## config.mk

```make
export PLATFORM = sky130hd
export DESIGN_NAME = websocket_frame_deframer_unit_flat
export DESIGN_NICKNAME = d
export VERILOG_FILES = /design/src/hw/rtl/wsd_pkg.sv /design/src/hw/rtl/wsd_stream_if.sv /design/src/hw/rtl/wsd_front.sv /design/src/hw/rtl/wsd_queue.sv /design/src/hw/rtl/wsd_back.sv /design/src/hw/rtl/websocket_frame_deframer_unit.sv /design/src/flat_wrapper.sv
export SDC_FILE = /design/constraint.sdc
export NUM_CORES = 1
export LEC_CHECK = 0
export BUFFER_PORTS_ARGS = -buffer_cell sky130_fd_sc_hd__buf_2
export CAP_MARGIN = 0
export CORE_AREA = 4 4 293 295
export CTS_BUF_LIST = sky130_fd_sc_hd__clkbuf_8
export CTS_CLUSTER_SIZE = 40
export DETAILED_ROUTE_END_ITERATION = 16
export DIE_AREA = 0 0 297 299
export PLACE_DENSITY = 0.49
export SLEW_MARGIN = 30
export SYNTH_ARGS = -nofsm -noshare
export SYNTH_HDL_FRONTEND = slang
export SYNTH_HIERARCHICAL = 1
export SYNTH_SLANG_ARGS = --single-unit
```

## constraint.sdc

```tcl
create_clock -name clk_i -period 9.8 [get_ports clk_i]
set_input_delay 0.98 -clock clk_i [delete_from_list [all_inputs] [get_ports clk_i]]
set_output_delay 0.98 -clock clk_i [all_outputs]
set_load 0.01 [all_outputs]
```

## src/hw/rtl/wsd_pkg.sv

```systemverilog
`timescale 1ns / 1ps

package wsd_pkg;

  localparam logic [6:0]  LenExt16          = 7'd126;
  localparam logic [6:0]  LenExt64          = 7'd127;
  localparam logic [3:0]  ExtBytes16        = 4'd2;
  localparam logic [3:0]  ExtBytes64        = 4'd8;
  localparam logic [3:0]  MaskKeyBytes      = 4'd4;
  localparam logic [15:0] CaptureLimitReset = 16'd4096;
  localparam int unsigned QueueDepthDefault = 2;

  typedef enum logic [1:0] {
    KindHeader     = 2'd0,
    KindHeaderDone = 2'd1,
    KindPayload    = 2'd2
  } wsd_kind_e;

  typedef struct packed {
    logic [7:0] rx_byte;
  } wsd_rx_t;

  typedef struct packed {
    logic [15:0] capture_limit;
  } wsd_cfg_t;

  // One classified byte, as queued between the parser and the capture stage.
  typedef struct packed {
    wsd_kind_e   event_kind;
    logic        final_flag;
    logic [3:0]  frame_opcode;
    logic        mask_present;
    logic [63:0] payload_length;
    logic [7:0]  payload_byte;
    logic        frame_end;
  } wsd_item_t;

  typedef struct packed {
    wsd_kind_e   event_kind;
    logic        final_flag;
    logic [3:0]  frame_opcode;
    logic        mask_present;
    logic [63:0] payload_length;
    logic [7:0]  payload_byte;
    logic        captured;
    logic        frame_end;
  } wsd_evt_t;

endpackage

```

## src/hw/rtl/wsd_stream_if.sv

```systemverilog
`timescale 1ns / 1ps

interface wsd_stream_if #(
  parameter type data_t = logic
);
  logic  valid;
  logic  ready;
  data_t data;

  modport source (output valid, output data, input ready);
  modport sink   (input valid, input data, output ready);
endinterface

```

## src/hw/rtl/wsd_front.sv

```systemverilog
`timescale 1ns / 1ps

module wsd_front (
  input  logic              clk_i,
  input  logic              rst_ni,
  input  logic              in_valid_i,
  input  logic [7:0]        rx_byte_i,
  output logic              in_ready_o,
  input  logic              queue_full_i,
  output logic              push_o,
  output wsd_pkg::wsd_item_t item_o
);

  typedef enum logic [2:0] {
    PhByte0 = 3'd0,
    PhByte1 = 3'd1,
    PhExt   = 3'd2,
    PhMask  = 3'd3,
    PhPay   = 3'd4
  } phase_e;

  phase_e      phase_q, phase_d;
  logic [3:0]  cnt_q, cnt_d;
  logic [63:0] len_q, len_d;
  logic [63:0] rem_q, rem_d;
  logic        fin_q, fin_d;
  logic        mask_q, mask_d;
  logic [3:0]  opc_q, opc_d;
  logic        done;
  logic [63:0] done_len;
  logic        accept;

  assign in_ready_o = ~queue_full_i;
  assign accept     = in_valid_i & ~queue_full_i;
  assign push_o     = accept;

  always_comb begin
    phase_d  = phase_q;
    cnt_d    = cnt_q;
    len_d    = len_q;
    rem_d    = rem_q;
    fin_d    = fin_q;
    mask_d   = mask_q;
    opc_d    = opc_q;
    done     = 1'b0;
    done_len = len_q;
    item_o.event_kind   = wsd_pkg::KindHeader;
    item_o.payload_byte = 8'd0;
    item_o.frame_end    = 1'b0;

    unique case (phase_q)
      PhByte1: begin
        mask_d = rx_byte_i[7];
        len_d  = 64'd0;
        if (rx_byte_i[6:0] == wsd_pkg::LenExt16) begin
          cnt_d   = wsd_pkg::ExtBytes16;
          phase_d = PhExt;
        end else if (rx_byte_i[6:0] == wsd_pkg::LenExt64) begin
          cnt_d   = wsd_pkg::ExtBytes64;
          phase_d = PhExt;
        end else begin
          len_d = {57'd0, rx_byte_i[6:0]};
          if (rx_byte_i[7]) begin
            cnt_d   = wsd_pkg::MaskKeyBytes;
            phase_d = PhMask;
          end else begin
            done     = 1'b1;
            done_len = {57'd0, rx_byte_i[6:0]};
          end
        end
      end
      PhExt: begin
        len_d = {len_q[55:0], rx_byte_i};
        cnt_d = cnt_q - 4'd1;
        if (cnt_q == 4'd1) begin
          if (mask_q) begin
            cnt_d   = wsd_pkg::MaskKeyBytes;
            phase_d = PhMask;
          end else begin
            done     = 1'b1;
            done_len = {len_q[55:0], rx_byte_i};
          end
        end
      end
      PhMask: begin
        cnt_d = cnt_q - 4'd1;
        if (cnt_q == 4'd1) begin
          done     = 1'b1;
          done_len = len_q;
        end
      end
      PhPay: begin
        item_o.event_kind   = wsd_pkg::KindPayload;
        item_o.payload_byte = rx_byte_i;
        rem_d = rem_q - 64'd1;
        if (rem_q == 64'd1) begin
          item_o.frame_end = 1'b1;
          phase_d          = PhByte0;
        end
      end
      default: begin
        fin_d   = rx_byte_i[7];
        opc_d   = rx_byte_i[3:0];
        mask_d  = 1'b0;
        len_d   = 64'd0;
        rem_d   = 64'd0;
        cnt_d   = 4'd0;
        phase_d = PhByte1;
      end
    endcase

    // A frame without payload ends on its last header byte.
    if (done) begin
      item_o.event_kind = wsd_pkg::KindHeaderDone;
      rem_d             = done_len;
      if (done_len == 64'd0) begin
        item_o.frame_end = 1'b1;
        phase_d          = PhByte0;
      end else begin
        phase_d = PhPay;
      end
    end

    item_o.final_flag     = fin_d;
    item_o.frame_opcode   = opc_d;
    item_o.mask_present   = mask_d;
    item_o.payload_length = len_d;
  end

  always_ff @(posedge clk_i or negedge rst_ni) begin
    if (!rst_ni) begin
      phase_q <= PhByte0;
      cnt_q   <= 4'd0;
      len_q   <= 64'd0;
      rem_q   <= 64'd0;
      fin_q   <= 1'b0;
      mask_q  <= 1'b0;
      opc_q   <= 4'd0;
    end else if (accept) begin
      phase_q <= phase_d;
      cnt_q   <= cnt_d;
      len_q   <= len_d;
      rem_q   <= rem_d;
      fin_q   <= fin_d;
      mask_q  <= mask_d;
      opc_q   <= opc_d;
    end
  end

endmodule

```

## src/hw/rtl/wsd_queue.sv

```systemverilog
`timescale 1ns / 1ps

module wsd_queue #(
  parameter int unsigned Depth = wsd_pkg::QueueDepthDefault
) (
  input  logic               clk_i,
  input  logic               rst_ni,
  input  logic               push_i,
  input  wsd_pkg::wsd_item_t wr_item_i,
  output logic               full_o,
  input  logic               pop_i,
  output logic               valid_o,
  output wsd_pkg::wsd_item_t rd_item_o
);

  localparam int unsigned PtrW = (Depth > 1) ? $clog2(Depth) : 1;
  localparam int unsigned CntW = $clog2(Depth + 1);

  wsd_pkg::wsd_item_t mem_q [Depth];
  logic [PtrW-1:0] wr_ptr_q, rd_ptr_q;
  logic [CntW-1:0] count_q;
  logic            do_pop;

  assign full_o    = (count_q == CntW'(Depth));
  assign valid_o   = (count_q != '0);
  assign do_pop    = pop_i & valid_o;
  assign rd_item_o = mem_q[rd_ptr_q];

  always_ff @(posedge clk_i) begin
    if (push_i) begin
      mem_q[wr_ptr_q] <= wr_item_i;
    end
  end

  always_ff @(posedge clk_i or negedge rst_ni) begin
    if (!rst_ni) begin
      wr_ptr_q <= '0;
      rd_ptr_q <= '0;
      count_q  <= '0;
    end else begin
      if (push_i) begin
        wr_ptr_q <= (wr_ptr_q == PtrW'(Depth - 1)) ? '0 : wr_ptr_q + PtrW'(1);
      end
      if (do_pop) begin
        rd_ptr_q <= (rd_ptr_q == PtrW'(Depth - 1)) ? '0 : rd_ptr_q + PtrW'(1);
      end
      if (push_i && !do_pop) begin
        count_q <= count_q + CntW'(1);
      end else if (do_pop && !push_i) begin
        count_q <= count_q - CntW'(1);
      end
    end
  end

endmodule

```

## src/hw/rtl/wsd_back.sv

```systemverilog
`timescale 1ns / 1ps

module wsd_back (
  input  logic               clk_i,
  input  logic               rst_ni,
  input  logic               cfg_valid_i,
  input  logic [15:0]        cfg_limit_i,
  input  logic               item_valid_i,
  input  wsd_pkg::wsd_item_t item_i,
  output logic               pop_o,
  output logic               out_valid_o,
  input  logic               out_ready_i,
  output wsd_pkg::wsd_evt_t  out_o
);

  logic [15:0]       limit_q;
  logic [15:0]       cap_cnt_q, cap_cnt_d;
  logic              out_valid_q;
  wsd_pkg::wsd_evt_t out_q, evt_d;
  logic              take;

  assign pop_o       = ~out_valid_q | out_ready_i;
  assign take        = item_valid_i & pop_o;
  assign out_valid_o = out_valid_q;
  assign out_o       = out_q;

  always_comb begin
    cap_cnt_d            = cap_cnt_q;
    evt_d.event_kind     = item_i.event_kind;
    evt_d.final_flag     = item_i.final_flag;
    evt_d.frame_opcode   = item_i.frame_opcode;
    evt_d.mask_present   = item_i.mask_present;
    evt_d.payload_length = item_i.payload_length;
    evt_d.payload_byte   = item_i.payload_byte;
    evt_d.frame_end      = item_i.frame_end;
    evt_d.captured       = 1'b0;
    // The capture count restarts with every completed header.
    if (item_i.event_kind == wsd_pkg::KindHeaderDone) begin
      cap_cnt_d = 16'd0;
    end else if (item_i.event_kind == wsd_pkg::KindPayload && cap_cnt_q < limit_q) begin
      evt_d.captured = 1'b1;
      cap_cnt_d      = cap_cnt_q + 16'd1;
    end
  end

  always_ff @(posedge clk_i) begin
    if (take) begin
      out_q <= evt_d;
    end
  end

  always_ff @(posedge clk_i or negedge rst_ni) begin
    if (!rst_ni) begin
      limit_q     <= wsd_pkg::CaptureLimitReset;
      cap_cnt_q   <= 16'd0;
      out_valid_q <= 1'b0;
    end else begin
      if (cfg_valid_i) begin
        limit_q <= cfg_limit_i;
      end
      if (take) begin
        cap_cnt_q <= cap_cnt_d;
      end
      if (pop_o) begin
        out_valid_q <= item_valid_i;
      end
    end
  end

endmodule

```

## src/hw/rtl/websocket_frame_deframer_unit.sv

```systemverilog
`timescale 1ns / 1ps

// Channel   Dir   Word                      Accepted when
// rx_i      in    received stream byte      rx_i.valid and rx_i.ready
// cfg_i     in    capture limit, 16 bits    cfg_i.valid and cfg_i.ready
// evt_o     out   one event per byte        evt_o.valid and evt_o.ready
//
// One byte is accepted per clock while the queue has room; each event is registered.
// The header parser feeds a queue of QueueDepth words, and the capture stage drains it.
// Reset clears the parser, the queue and the output, and sets the capture limit to 4096.
// When evt_o stalls, rx_i keeps accepting until the queue is full.

module websocket_frame_deframer_unit #(
  parameter int unsigned QueueDepth = wsd_pkg::QueueDepthDefault
) (
  input logic          clk_i,
  input logic          rst_ni,
  wsd_stream_if.sink   rx_i,
  wsd_stream_if.sink   cfg_i,
  wsd_stream_if.source evt_o
);

  logic               push;
  logic               full;
  logic               pop;
  logic               q_valid;
  wsd_pkg::wsd_item_t wr_item;
  wsd_pkg::wsd_item_t rd_item;
  wsd_pkg::wsd_rx_t   rx_word;
  wsd_pkg::wsd_cfg_t  cfg_word;
  wsd_pkg::wsd_evt_t  evt_word;

  assign rx_word     = rx_i.data;
  assign cfg_word    = cfg_i.data;
  assign cfg_i.ready = 1'b1;
  assign evt_o.data  = evt_word;

  wsd_front u_front (
    .clk_i        (clk_i),
    .rst_ni       (rst_ni),
    .in_valid_i   (rx_i.valid),
    .rx_byte_i    (rx_word.rx_byte),
    .in_ready_o   (rx_i.ready),
    .queue_full_i (full),
    .push_o       (push),
    .item_o       (wr_item)
  );

  wsd_queue #(
    .Depth (QueueDepth)
  ) u_queue (
    .clk_i     (clk_i),
    .rst_ni    (rst_ni),
    .push_i    (push),
    .wr_item_i (wr_item),
    .full_o    (full),
    .pop_i     (pop),
    .valid_o   (q_valid),
    .rd_item_o (rd_item)
  );

  wsd_back u_back (
    .clk_i        (clk_i),
    .rst_ni       (rst_ni),
    .cfg_valid_i  (cfg_i.valid),
    .cfg_limit_i  (cfg_word.capture_limit),
    .item_valid_i (q_valid),
    .item_i       (rd_item),
    .pop_o        (pop),
    .out_valid_o  (evt_o.valid),
    .out_ready_i  (evt_o.ready),
    .out_o        (evt_word)
  );

endmodule

```

## src/flat_wrapper.sv

```systemverilog
// flat-port wrapper written by rule: the top's interface ports become plain ports
module websocket_frame_deframer_unit_flat 
#(
  parameter int unsigned QueueDepth = wsd_pkg::QueueDepthDefault
)
  (clk_i, rst_ni, rx_i_valid, rx_i_data, rx_i_ready, cfg_i_valid, cfg_i_data, cfg_i_ready, evt_o_valid, evt_o_data, evt_o_ready);
  wsd_stream_if #(.data_t(wsd_pkg::wsd_rx_t)) rx_i_i ();
  wsd_stream_if #(.data_t(wsd_pkg::wsd_cfg_t)) cfg_i_i ();
  wsd_stream_if #(.data_t(wsd_pkg::wsd_evt_t)) evt_o_i ();
  input logic clk_i;
  input logic rst_ni;
  input wire logic [$bits(rx_i_i.valid)-1:0] rx_i_valid;
  input wire logic [$bits(rx_i_i.data)-1:0] rx_i_data;
  output wire logic [$bits(rx_i_i.ready)-1:0] rx_i_ready;
  input wire logic [$bits(cfg_i_i.valid)-1:0] cfg_i_valid;
  input wire logic [$bits(cfg_i_i.data)-1:0] cfg_i_data;
  output wire logic [$bits(cfg_i_i.ready)-1:0] cfg_i_ready;
  output wire logic [$bits(evt_o_i.valid)-1:0] evt_o_valid;
  output wire logic [$bits(evt_o_i.data)-1:0] evt_o_data;
  input wire logic [$bits(evt_o_i.ready)-1:0] evt_o_ready;
  assign rx_i_i.valid = rx_i_valid;
  assign rx_i_i.data = rx_i_data;
  assign rx_i_ready = rx_i_i.ready;
  assign cfg_i_i.valid = cfg_i_valid;
  assign cfg_i_i.data = cfg_i_data;
  assign cfg_i_ready = cfg_i_i.ready;
  assign evt_o_valid = evt_o_i.valid;
  assign evt_o_data = evt_o_i.data;
  assign evt_o_i.ready = evt_o_ready;
  websocket_frame_deframer_unit #(.QueueDepth(QueueDepth)) u_core (.clk_i(clk_i), .rst_ni(rst_ni), .rx_i(rx_i_i), .cfg_i(cfg_i_i), .evt_o(evt_o_i));
endmodule
```

# After elaboration in Yosys (flattened, before gate mapping)
# Memories as Yosys holds them, arrays and structs flattened.
# Cells that the tools add are included.
# word_totals
mem_count	1
output_inout_bits	85
in_bits	29
mem_bits_rw	162
ff_bits	260
# op_classes
bitwise_logic	6
n_reduce_logical	17
magnitude_cmp	1
muxes	51
eq_ne	18
addsub	7
# mem_list
memory	depth	width	rd	rd_clocked_by_memory_dff	wr	line_no	text
u_core.u_queue.mem_q	2	81	1	0	1	wsd_queue.sv:19	wsd_pkg::wsd_item_t mem_q [Depth];
# op_table
cell	count
$mux W64	6
$pmux W64 S2	2
$pmux W64 S3	1
$eq A64 B1 Y1 const B	1
$logic_not A64 Y1	1
$sub A64 B1 Y64 const B	1
$mux W16	2
$mux W3	8
$mux W4	6
$add A16 B1 Y16 const B	1
$lt A16 B16 Y1	1
$pmux W4 S4	1
$mux W1	15
$eq A7 B7 Y1 const B	2
$mux W7	2
$pmux W3 S4	1
$mux W9	1
$ne A3 B3 Y1 const B	3
$mux W2	4
$eq A3 B2 Y1 const B	2
$reduce_and A6 Y1	1
$reduce_bool A2 Y1	3
$reduce_or A3 Y1	2
$ne A5 B5 Y1 const B	1
other kinds (23)	32

# Logic depth before layout (Yosys ltp)
# depth
depth_word	7
mapped_depth	12
mapped_depth_nobuf	10

# Hierarchy
# The synthesis kept the hierarchy.
# modules_own_cells
mod	area_each_um2	instances	cells_each
wsd_front	9764.4	1	1161
wsd_queue	6433.7	1	268
wsd_back	4421.7	1	307
websocket_frame_deframer_unit	11.3	1	2

# Worst setup path after synthesis
# No wires, ideal clock.
# synth_timing
kind	input-to-reg
startpoint	input port rx_i_valid
endpoint	memory u_core/u_queue/mem_q[0][0] in the netlist's numbering (enable)
t_arrival_ns	5.856
setup_time_ns	0.531
path_buffers	3
path_slack_ns	3.414
path_stages	6
cell_sequence	nand2_1 -> inv_1 -> clkbuf_1 -> clkbuf_1 -> buf_1 -> nor2b_1
# synth_via
elab_chain_len	3
# synth_lines
element	line_no	text
start: declaration	flat_wrapper.sv:12	input wire logic [$bits(rx_i_i.valid)-1:0] rx_i_valid;
$and A1 B1 Y1	wsd_front.sv:34	assign accept = in_valid_i & ~queue_full_i;
net u_core.push	websocket_frame_deframer_unit.sv:23	logic push;
$mux W1	wsd_queue.sv:30	if (push_i) begin
$mux W1 (not written as such)	wsd_queue.sv:31	mem_q[wr_ptr_q] <= wr_item_i;
end: declaration	wsd_queue.sv:19	
# The timed path passes the listed nets, and every way through them passes these cells.

==> results_dict.tcl <==
set metrics [dict create \
    skew_ps 39.01 \
    viasPerCell 5.054 \
    tightestPinTransition_ps 998.4 \
    synth_compound_area_share_pct 15.51 \
    crit_required_ps 10230 \
    period_needed_ps 4342 \
    drc 0 \
    synth_xor_area_share_pct 0.3396 \
    fmaxAchievable_mhz 230.3 \
    crit_path_start_kind "flip-flop" \
    synth.area.mux_share_pct 10.06 \
    ys_ff_latch 422 \
    cts.path.max_buffers 3 \
    cts_tree "yes" \
    place.port_buffers 112 \
    syn_area_mm2 0.02063 \
    timing.hold.ws_ps 393.6 \
    rsz0062_at_grt "no" \
    setup_tns_ps 0 \
    cts_setup_buffers 0 \
    timing.final.setup_violations 0 \
    drt_first_pass_iters 6 \
    antenna_left 0 \
    slew_headroom_pct 33.28 \
    grt_first_pass_wirelength_um 95320 \
    area_growth_pct 14.31 \
    synth_cell_type_count 91 \
    holdBufCountCts 0 \
    hold_viol 0 \
    leakage_nw 9.395 \
    place_hpwl_um 41720 \
    status "finished, final reports clean" \
    cts_root_buf "clkbuf_8" \
    nFillCells 8528 \
    gp_congestion 0.9114 \
    cts.sinks 422 \
    ctsResizeCount 0 \
    synth-edff-count 244 \
    synth_top_family_by_area "compound AO/OA/AOI/OAI gates" \
    critPathKind "reg -> reg" \
    pin_count 114 \
    syn_nets 1788 \
    rows 106 \
    ys.flop_type "edfxtp_1" \
    synth_simple_gate_area_share_pct 11.60 \
    vdd_ir_drop_max_mv 0.1329 \
    overflow 0 \
    antenna_found_initial 1 \
    synth_seq_area_share_pct 57.11 \
    post-route-period-util_pct 44.30 \
    final_cell_mix "edfxtp_1 (244), nand2_1 (180), dfrtp_1 (176)" \
    via_count 14970 \
    synthAdderAreaFrac_pct 1.322 \
    synthArstFlopShare_pct 42.18 \
    nNetsFinal 1870 \
    min_path_type "in -> async" \
    routedWlPerCell_um 20.95 \
    cts_buffers 73 \
    die_y_um 299 \
    start_util_pct 24.81 \
    coreArea_mm2 0.08316 \
    grt_pass1_vias 15170 \
    cp.arrival_ps 4780 \
    syn_avg_cell_area_um2 11.87 \
    ys_warn_count 6 \
    clkLatencyLatePin_ps 670 \
    power_density_mw_per_mm2 328.4 \
    grt_usage_pct 13.71 \
    die-area_mm2 0.08880 \
    critPathCaptureType "flip-flop" \
    netlist_instances 1738 \
    path_max_fanout 60 \
    path_clk_slew_ps 60 \
    maxCapViolCount 0 \
    slew_violations 0 \
    drive_above_1_share_pct 22.81 \
    routed_wl_um 62050 \
    drtIter0Drc 1201 \
    grt_max_degree 79 \
    cts_max_level 3 \
    final_common_cell "edfxtp_1" \
    die_x_um 297 \
]
[cell type report]
cell class / instances / area [µm²] / area share, %
tap: 1080 / 1351 / 5.730
multi-input combinational: 1141 / 8054 / 34.15
inverter: 49 / 185.2 / 0.7852
antenna: 1 / 2.502 / 0.01061
clock buffer: 85 / 1170 / 4.960
clock inverter: 51 / 310.3 / 1.316
timing repair buffer: 133 / 724.4 / 3.072
sequential: 422 / 11790 / 49.98
[per-stage QoR]
step	cells	total power, mW	area, µm²	setup WS [ps]	util, %
global placement	2825	6.093	22100	5692	26.57
finish	2962	7.744	23580	5458	28.36
floorplan	1738	5.139	20630	3414	-
CTS	2961	7.816	23580	5606	28.35
detailed placement	2825	6.152	22100	5645	26.57
global route	2962	8.253	23580	5156	28.36
[cell families after synthesis]
family / Yosys count
other: 1
AO/OA/AOI/OAI: 486
flip-flops: 422
adder cells (fa/ha/maj): 22
AND/OR/NAND/NOR: 465
buffers and inverters: 175
multiplexers: 159
XOR/XNOR: 8
[synthesized netlist by cell type (5+ instances only)]
master | n | share of area [%]
o21a_1 | 8 | 0.29
a22o_1 | 62 | 2.6
edfxtp_1 | 244 | 36
a21o_1 | 10 | 0.36
inv_1 | 48 | 0.87
nor2_1 | 73 | 1.3
o21ai_0 | 141 | 3.4
buf_1 | 11 | 0.20
a31oi_1 | 18 | 0.55
o211ai_1 | 28 | 1.0
nor3_1 | 33 | 0.80
mux2_4 | 79 | 5.7
buf_12 | 8 | 0.78
buf_2 | 7 | 0.17
o41ai_1 | 6 | 0.25
mux2i_1 | 10 | 0.49
a21oi_1 | 102 | 2.5
a32o_1 | 9 | 0.44
and2_1 | 9 | 0.27
clkbuf_1 | 93 | 1.7
o31ai_1 | 10 | 0.36
nand4_1 | 14 | 0.42
dfrtp_1 | 177 | 21
nor4_1 | 17 | 0.52
nor2b_1 | 5 | 0.15
or4_1 | 20 | 0.73
and3_1 | 13 | 0.39
nand2b_1 | 13 | 0.39
nand2_1 | 182 | 3.3
nand3_1 | 30 | 0.73
mux2_2 | 70 | 3.8
ha_1 | 21 | 1.3
o21ai_1 | 8 | 0.19
a41oi_1 | 6 | 0.25
o32ai_1 | 6 | 0.25
o22ai_1 | 17 | 0.52
or3_1 | 13 | 0.39
a32oi_1 | 13 | 0.55
or2_2 | 5 | 0.15
[state kept, by name, summed over array words and instances (netlist names)]
name	flops
u_core/u_back/cap_cnt_q	16
u_core/u_back/limit_q	16
u_core/u_back/out_o	82
u_core/u_back/out_valid_o	1
u_core/u_front/cnt_q	4
u_core/u_front/fin_q	1
u_core/u_front/len_q	64
u_core/u_front/mask_q	1
u_core/u_front/opc_q	4
u_core/u_front/phase_q	3
u_core/u_front/rem_q	64
u_core/u_queue/count_q	2
u_core/u_queue/mem_q	162
u_core/u_queue/rd_ptr_q	1
u_core/u_queue/wr_ptr_q	1
[worst paths after layout]
path | from | end | slack [ps] | depth (start not counted)
setup / recovery | u_core/u_front/cnt_q[1] | u_core/u_queue/mem_q[0][0] | 5460 | 11
hold / removal | rst_ni | u_core/u_front/len_q[36] | 390 | 1
setup reg to reg | u_core/u_front/cnt_q[1] | u_core/u_queue/mem_q[0][0] | 5460 | 11
hold reg to reg | u_core/u_front/opc_q[0] | u_core/u_front/opc_q[0] | 480 | 2
max in group asynchronous | rst_ni | u_core/u_front/len_q[44] | 7440 | 3
min in group clk_i | u_core/u_front/opc_q[0] | u_core/u_front/opc_q[0] | 480 | 2
[critical path: stages (launching register included)]
cell	delay, ps
dfrtp_1	380
inv_1	100
ha_1	200
nor4b_4	200
buf_4	600
nand2_2	440
nand2_1	630
a22oi_1	180
or4_1	560
a2111oi_2	310
nand4b_1	190
o32ai_1	330
[layer usage]
metal | up-vias | track usage [%] | part of all wire, %
met5 | - | 0 | 0
met1 | 7558 | 16.90 | 42
met2 | 537 | 23.50 | 49
met4 | 0 | 5.631 | 3.2
met3 | 130 | 2.732 | 5.5
li1 | 6745 | - | -
[where the power goes]
part           leakage (nW)  switching, mW  internal, mW
registers              4.71          0.384          2.52
logic                  3.83           2.11          1.12
clock network         0.857          0.738         0.876
total                  9.40           3.23          4.51
Power figures use the tool's default switching activity.
